<file path="src/rtl/core/assert_macros.svh">
// Assertion macros shared by the RTL of the rectangle space transform.
// Expects clk and rst_n in the scope of each use; no other dependencies.
`ifndef ASSERT_MACROS_SVH
`define ASSERT_MACROS_SVH
`ifndef SYNTH
`define RSTU_ASSERT(lbl, prop, msg) \
    lbl: assert property (@(posedge clk) disable iff (!rst_n) (prop)) else $error(msg);
`define RSTU_ASSERT_IMPL(lbl, ante, cons, msg) \
    lbl: assert property (@(posedge clk) disable iff (!rst_n) (ante) |-> (cons)) else $error(msg);
`else
`define RSTU_ASSERT(lbl, prop, msg)
`define RSTU_ASSERT_IMPL(lbl, ante, cons, msg)
`endif
`endif

</file>
<file path="src/rtl/core/rstu_pkg.sv">
// Shared types and constants for the rectangle space transform.
// No dependencies.
package rstu_pkg;

    localparam int KW = 24;    // length factor width, Q8.16
    localparam int RIW = 3;    // register index width

    typedef enum logic [2:0] {
        M_LOW          = 3'd0,
        M_HIGH         = 3'd1,
        M_CENTER       = 3'd2,
        M_SCALE_LOW    = 3'd3,
        M_SCALE_HIGH   = 3'd4,
        M_SCALE_CENTER = 3'd5
    } method_t;

    typedef enum logic [1:0] {
        ST_OK         = 2'd0,
        ST_BAD_METHOD = 2'd1,
        ST_ZERO_SRC   = 2'd2
    } status_t;

    typedef enum logic [RIW-1:0] {
        R_SRC_LEFT   = 3'd0,
        R_SRC_TOP    = 3'd1,
        R_SRC_RIGHT  = 3'd2,
        R_SRC_BOTTOM = 3'd3,
        R_DST_LEFT   = 3'd4,
        R_DST_TOP    = 3'd5,
        R_DST_RIGHT  = 3'd6,
        R_DST_BOTTOM = 3'd7
    } reg_idx_t;

    localparam logic [63:0] RST_RIGHT  = 64'd41943040;
    localparam logic [63:0] RST_BOTTOM = 64'd31457280;

    typedef struct packed {
        logic bad_method;
        logic scale_zero;
    } lane_flags_t;

endpackage

</file>
<file path="src/rtl/core/rstu_merge.sv">
// Combines the two axis lanes into one result transaction and its status.
// Depends on rstu_pkg.
module rstu_merge
    import rstu_pkg::*;
#(
    parameter int CW = 32,
    parameter int OW = 128
) (
    input  logic                 clk,
    input  logic                 rst_n,
    input  logic                 en,
    input  logic                 vin,
    input  logic signed [CW-1:0] x_lo,
    input  logic signed [CW-1:0] x_hi,
    input  logic signed [CW-1:0] y_lo,
    input  logic signed [CW-1:0] y_hi,
    input  lane_flags_t          fx,
    input  lane_flags_t          fy,
    output logic                 tvalid,
    output logic [OW-1:0]        tdata,
    output logic [1:0]           tuser
);

    status_t       st_c;
    logic [OW-1:0] data_c;

    always_comb
    begin
        if (fx.bad_method || fy.bad_method)
            st_c = ST_BAD_METHOD;
        else if (fx.scale_zero || fy.scale_zero)
            st_c = ST_ZERO_SRC;
        else
            st_c = ST_OK;
        // drop the coordinates of a rejected rectangle
        data_c = (st_c == ST_OK) ? OW'({y_hi, x_hi, y_lo, x_lo}) : '0;
    end

    logic          valid_reg;
    logic [OW-1:0] data_reg;
    status_t       st_reg;

    always_ff @(posedge clk or negedge rst_n)
    begin
        if (!rst_n)
            valid_reg <= 1'b0;
        else if (en)
            valid_reg <= vin;
    end

    always_ff @(posedge clk)
    begin
        if (en)
        begin
            data_reg <= data_c;
            st_reg   <= st_c;
        end
    end

    assign tvalid = valid_reg;
    assign tdata  = data_reg;
    assign tuser  = st_reg;

endmodule

</file>
<file path="config.mk">
export PLATFORM = sky130hd
export DESIGN_NAME = rstu_merge
export DESIGN_NICKNAME = d
export VERILOG_FILES = /design/src/rtl/core/assert_macros.svh /design/src/rtl/core/rstu_pkg.sv /design/src/rtl/core/rstu_merge.sv
export SDC_FILE = /design/constraint.sdc
export NUM_CORES = 1
export LEC_CHECK = 0
export BUFFER_PORTS_ARGS = -buffer_cell sky130_fd_sc_hd__buf_2
export CELL_PAD_IN_SITES_DETAIL_PLACEMENT = 1
export CELL_PAD_IN_SITES_GLOBAL_PLACEMENT = 1
export CORE_ASPECT_RATIO = 0.6
export CORE_MARGIN = 4
export CORE_UTILIZATION = 25
export DETAILED_ROUTE_END_ITERATION = 6
export PLACE_DENSITY = 0.66
export REMOVE_ABC_BUFFERS = 1
export SLEW_MARGIN = 20
export SYNTH_ARGS = -nofsm -noshare
export SYNTH_HDL_FRONTEND = slang
export SYNTH_SLANG_ARGS = --single-unit
</file>
<file path="constraint.sdc">
create_clock -name clk -period 0.8 [get_ports clk]
set_input_delay 0.2 -clock clk [delete_from_list [all_inputs] [get_ports clk]]
set_output_delay 0.2 -clock clk [all_outputs]
set_load 0.01 [all_outputs]
</file>
=== Yosys cells after proc, flatten, opt, wreduce, memory -nomap -nowiden ===
Index checks and enable logic that the tools add are counted.

* Muxes and demuxes: 2
* Reduce and logical (&&, ||, !) cells: 3

{| class="wikitable"
|+ Operator list
! cell !! number
|-
| two-way mux 2 bit || 2
|-
| logical NOT 2 bit || 1
|-
| logical OR 1 bit || 2
|}

* Bits in registers: 131
* Input bits: 136
* Output and inout port bits: 131

=== Longest topological paths before layout ===
* Depth in word-level cells: 4
* Depth in mapped cells: 4
* Gate-level depth less buffers: 2

=== Worst setup path before layout ===
Ideal clock, no wire load.

* Path kind: in2reg
* Start: input port fy[1] in the netlist's numbering
* End: register data_reg[103] (netlist: tdata[103]) (data pin)
* Setup time: 0.131 ns
* Arrival time: 0.942 ns
* Required time: 0.669 ns
* Setup slack: -0.272 ns
* Stages: 4
* Buffers on the path: 2
* Cell sequence: nor4_2 clkbuf_2 buf_2 and2_1

* Longest elaborated chain between the ends: 3

{| class="wikitable"
|+ Ends and longest elaborated chain
! element !! RTL line !! RTL
|-
| start: declaration || rstu_merge.sv:18 || <nowiki>input lane_flags_t fy,</nowiki>
|-
| logical OR 1 bit || rstu_merge.sv:29 || <nowiki>if (fx.bad_method || fy.bad_method)</nowiki>
|-
| two-way mux 2 bit || rstu_merge.sv:29 ||
|-
| logical NOT 2 bit || rstu_merge.sv:36 || <nowiki>data_c = (st_c == ST_OK) ? OW'({y_hi, x_hi, y_lo, x_lo}) : '0;</nowiki>
|-
| end signal: assignment || rstu_merge.sv:55 || <nowiki>data_reg <= data_c;</nowiki>
|-
| end: declaration || rstu_merge.sv:40 || <nowiki>logic [OW-1:0] data_reg;</nowiki>
|}

Every way passes these cells.
A chain may end at the register's enable or synchronous reset.

=== Worst setup path in the final report ===
* Start: register data_reg[92] (netlist: tdata[92])
* End: output port tdata[92]

{| class="wikitable"
|+ RTL lines
! element !! RTL line !! RTL
|-
| end: declaration || rstu_merge.sv:20 || <nowiki>output logic [OW-1:0] tdata,</nowiki>
|}

No word-level cell between the ends.

==> results.json <==
{
  "outcome": "complete, but fails checks",
  "violations": "negative setup slack",
  "area_growth_pct": 66.7,
  "min_to": "tdata[82]",
  "cts_tree": "yes",
  "hold_class": "input port to flop",
  "tightest_slew_ns": 0.209,
  "finish.net_count": 727,
  "totalPowerFinal_mw": 17.9,
  "grtUsageTotal": 0.155,
  "die-area_um2": 21700,
  "remaining_drc_errors": 0,
  "grt_antenna_before_repair": 3,
  "routedWlPerCell_um": 19.7,
  "synth_cells": 278,
  "end_kind": "output port",
  "synth_seq_cells": 131,
  "finalHoldViolations": 0,
  "ys.flop_type": "edfxtp_1",
  "grt_pass1_vias": 3966,
  "synthMostInstantiatedCell": "edfxtp_1",
  "skew_ns": 0,
  "syn_area_per_cell_um2": 17.4,
  "wirelength_mm": 16.8,
  "r2r_slack_ns": 0.05,
  "grt_pass1_wl_mm": 24.4,
  "slew_violations": 0,
  "grt_overflow": 0,
  "yosys-top-cells-area": "edfxtp_1, and2_1, clkbuf_2",
  "num_rows": 39,
  "fin_crit_ns": 1.18,
  "drt-pass1-iter-count": 5,
  "fill_cells": 2007,
  "crit_chain": "buf_2",
  "startpoint_type": "flop",
  "leakage_nw": 3.48,
  "r2r_cells": 1,
  "numCtsBuffers": 17,
  "cp_top_family": "flip-flops",
  "hp-start": "x_hi[18]",
  "fin_util": 0.424,
  "dp_hpwl_mm": 10.3,
  "yosysSeqAreaShare": 0.812,
  "slew_headroom": 0.859,
  "finalSetupViolCount": 259,
  "ctsHtreeMaxLevel": 4,
  "num_io_pins": 267,
  "clock_path_buffers": 2,
  "viasPerCell": 4.22,
  "cp.arrival_ns": 0.98,
  "ys_types": 10,
  "cp.required_ns": 0.60,
  "initial_core_util": 0.254,
  "synthesis.area_um2": 4840,
  "yosys-top-cells-count": "edfxtp_1, and2_1, clkbuf_2",
  "core_um2": 19000,
  "worstSetupPathType": "flop to output port",
  "die_w_um": 188,
  "route.vias.total": 3592,
  "numPortBuffers": 266,
  "setup_ws_ns": -0.377,
  "max_freq_ghz": 0.850,
  "drt_iter0_markers": 176,
  "period_share": 1.47,
  "yosys.area.top_type": "edfxtp_1",
  "cts_sinks": 131,
  "die_y_um": 116,
  "worst_path_largest_cell_delay_ns": 0.39,
  "crit_fanout": 1,
  "ir_drop_mv": 1.26,
  "rsz0062_at_grt": "yes",
  "drv_cap": 0,
  "synth_edf_count": 130,
  "clock_latency_ns": 0.42,
  "async_flop_share": 0.00763,
  "yosysWarnings": 0,
  "critical_path_buf_inv_count": 1,
  "crit_slowest_cell": "edfxtp_1",
  "hold_depth": 2,
  "worstReg2RegStart": "tvalid",
  "clk_pin_slew_ns": 0.06,
  "drive_gt1_frac": 0.730,
  "clock-root-buffer": "clkbuf_16",
  "gp_congestion": 0.773,
  "grt_max_degree": 34,
  "ant_nets": 0,
  "power_density_nw_per_um2": 2220,
  "synth.top_cell.area_share": 0.807,
  "regToRegEndpoint": "tvalid"
}
==> where the power goes <==
part | total, mW | switching (mW) | internal (mW)
logic | 1.66 | 0.828 | 0.835
clock network | 8.20 | 3.02 | 5.18
registers | 8.07 | 0.110 | 7.96
==> per-layer routing <==
metal / GRT usage / part of all wire
met1: 0.202 / 0.44
met2: 0.225 / 0.44
met3: 0.0750 / 0.10
met4: 0.0587 / 0.014
met5: 0 / 0.0024
==> how the worst max path moves through the flow <==
stage                   start  cells after the start         end  slack [ns]
finish              tdata[92]                      1   tdata[92]       -0.38
global route        tdata[35]                      1   tdata[35]       -0.43
CTS                 tdata[92]                      1   tdata[92]       -0.42
detailed placement      fy[1]                      4   tdata[27]       -0.57
global placement        fy[1]                      4  tdata[107]       -0.55
floorplan               fx[1]                      2    tdata[0]       -3.23
==> cell families after synthesis <==
group / share of synthesized area
AND/OR/NAND/NOR: 0.171
buffers and inverters: 0.0150
flip-flops: 0.812
multiplexers: 0.00233
==> per-stage QoR <==
step / cell area (µm²) / setup slack, ns / std cells / hold WS (ns) / setup TNS [ns]
finish: 8070 / -0.377 / 852 / 0.0528 / -60.45
CTS: 8000 / -0.418 / 857 / 0.0230 / -64.14
floorplan: 4770 / -3.23 / 264 / -0.0956 / -413.36
global placement: 6570 / -0.547 / 789 / -0.0252 / -82.39
global route: 8060 / -0.431 / 850 / 0.0275 / -71.92
detailed placement: 6570 / -0.571 / 789 / -0.0226 / -88.24
==> sequential cells by signal (all words and copies together), names as in the netlist <==
name / cells
tvalid: 1
tdata: 128
tuser: 2
==> cell type report <==
| type | instances | area (µm²) | share of cell area |
|---|---|---|---|
| Clock inverter | 15 | 190 | 0.0236 |
| Sequential cell | 131 | 3930 | 0.487 |
| Antenna cell | 2 | 5.00 | 0.000620 |
| Multi-Input combinational cell | 133 | 1100 | 0.136 |
| Tap cell | 246 | 308 | 0.0382 |
| Timing Repair Buffer | 308 | 2110 | 0.262 |
| Clock buffer | 17 | 425 | 0.0527 |
==> cell usage in the layout, fill, tap and decap left out, types with 2 or more instances in the layout <==
master / n
and2_1: 27
and2_4: 101
buf_12: 14
buf_16: 11
buf_2: 262
buf_4: 9
buf_6: 6
buf_8: 4
bufinv_16: 4
clkbuf_16: 17
clkinv_2: 5
clkinv_4: 3
clkinvlp_4: 2
diode_2: 2
dlygate4sd3_1: 2
edfxtp_1: 130
nor2_1: 2
==> what timing repair did <==
action	CTS	global route
pin swaps	20	80
gates resized for setup	63	89
hold endpoints to repair	2	0
cloned	15	0
endpoints found under the setup margin	259	259
setup buffers	19	2
hold buffers	2	0
(Power assumes the default switching activity.)
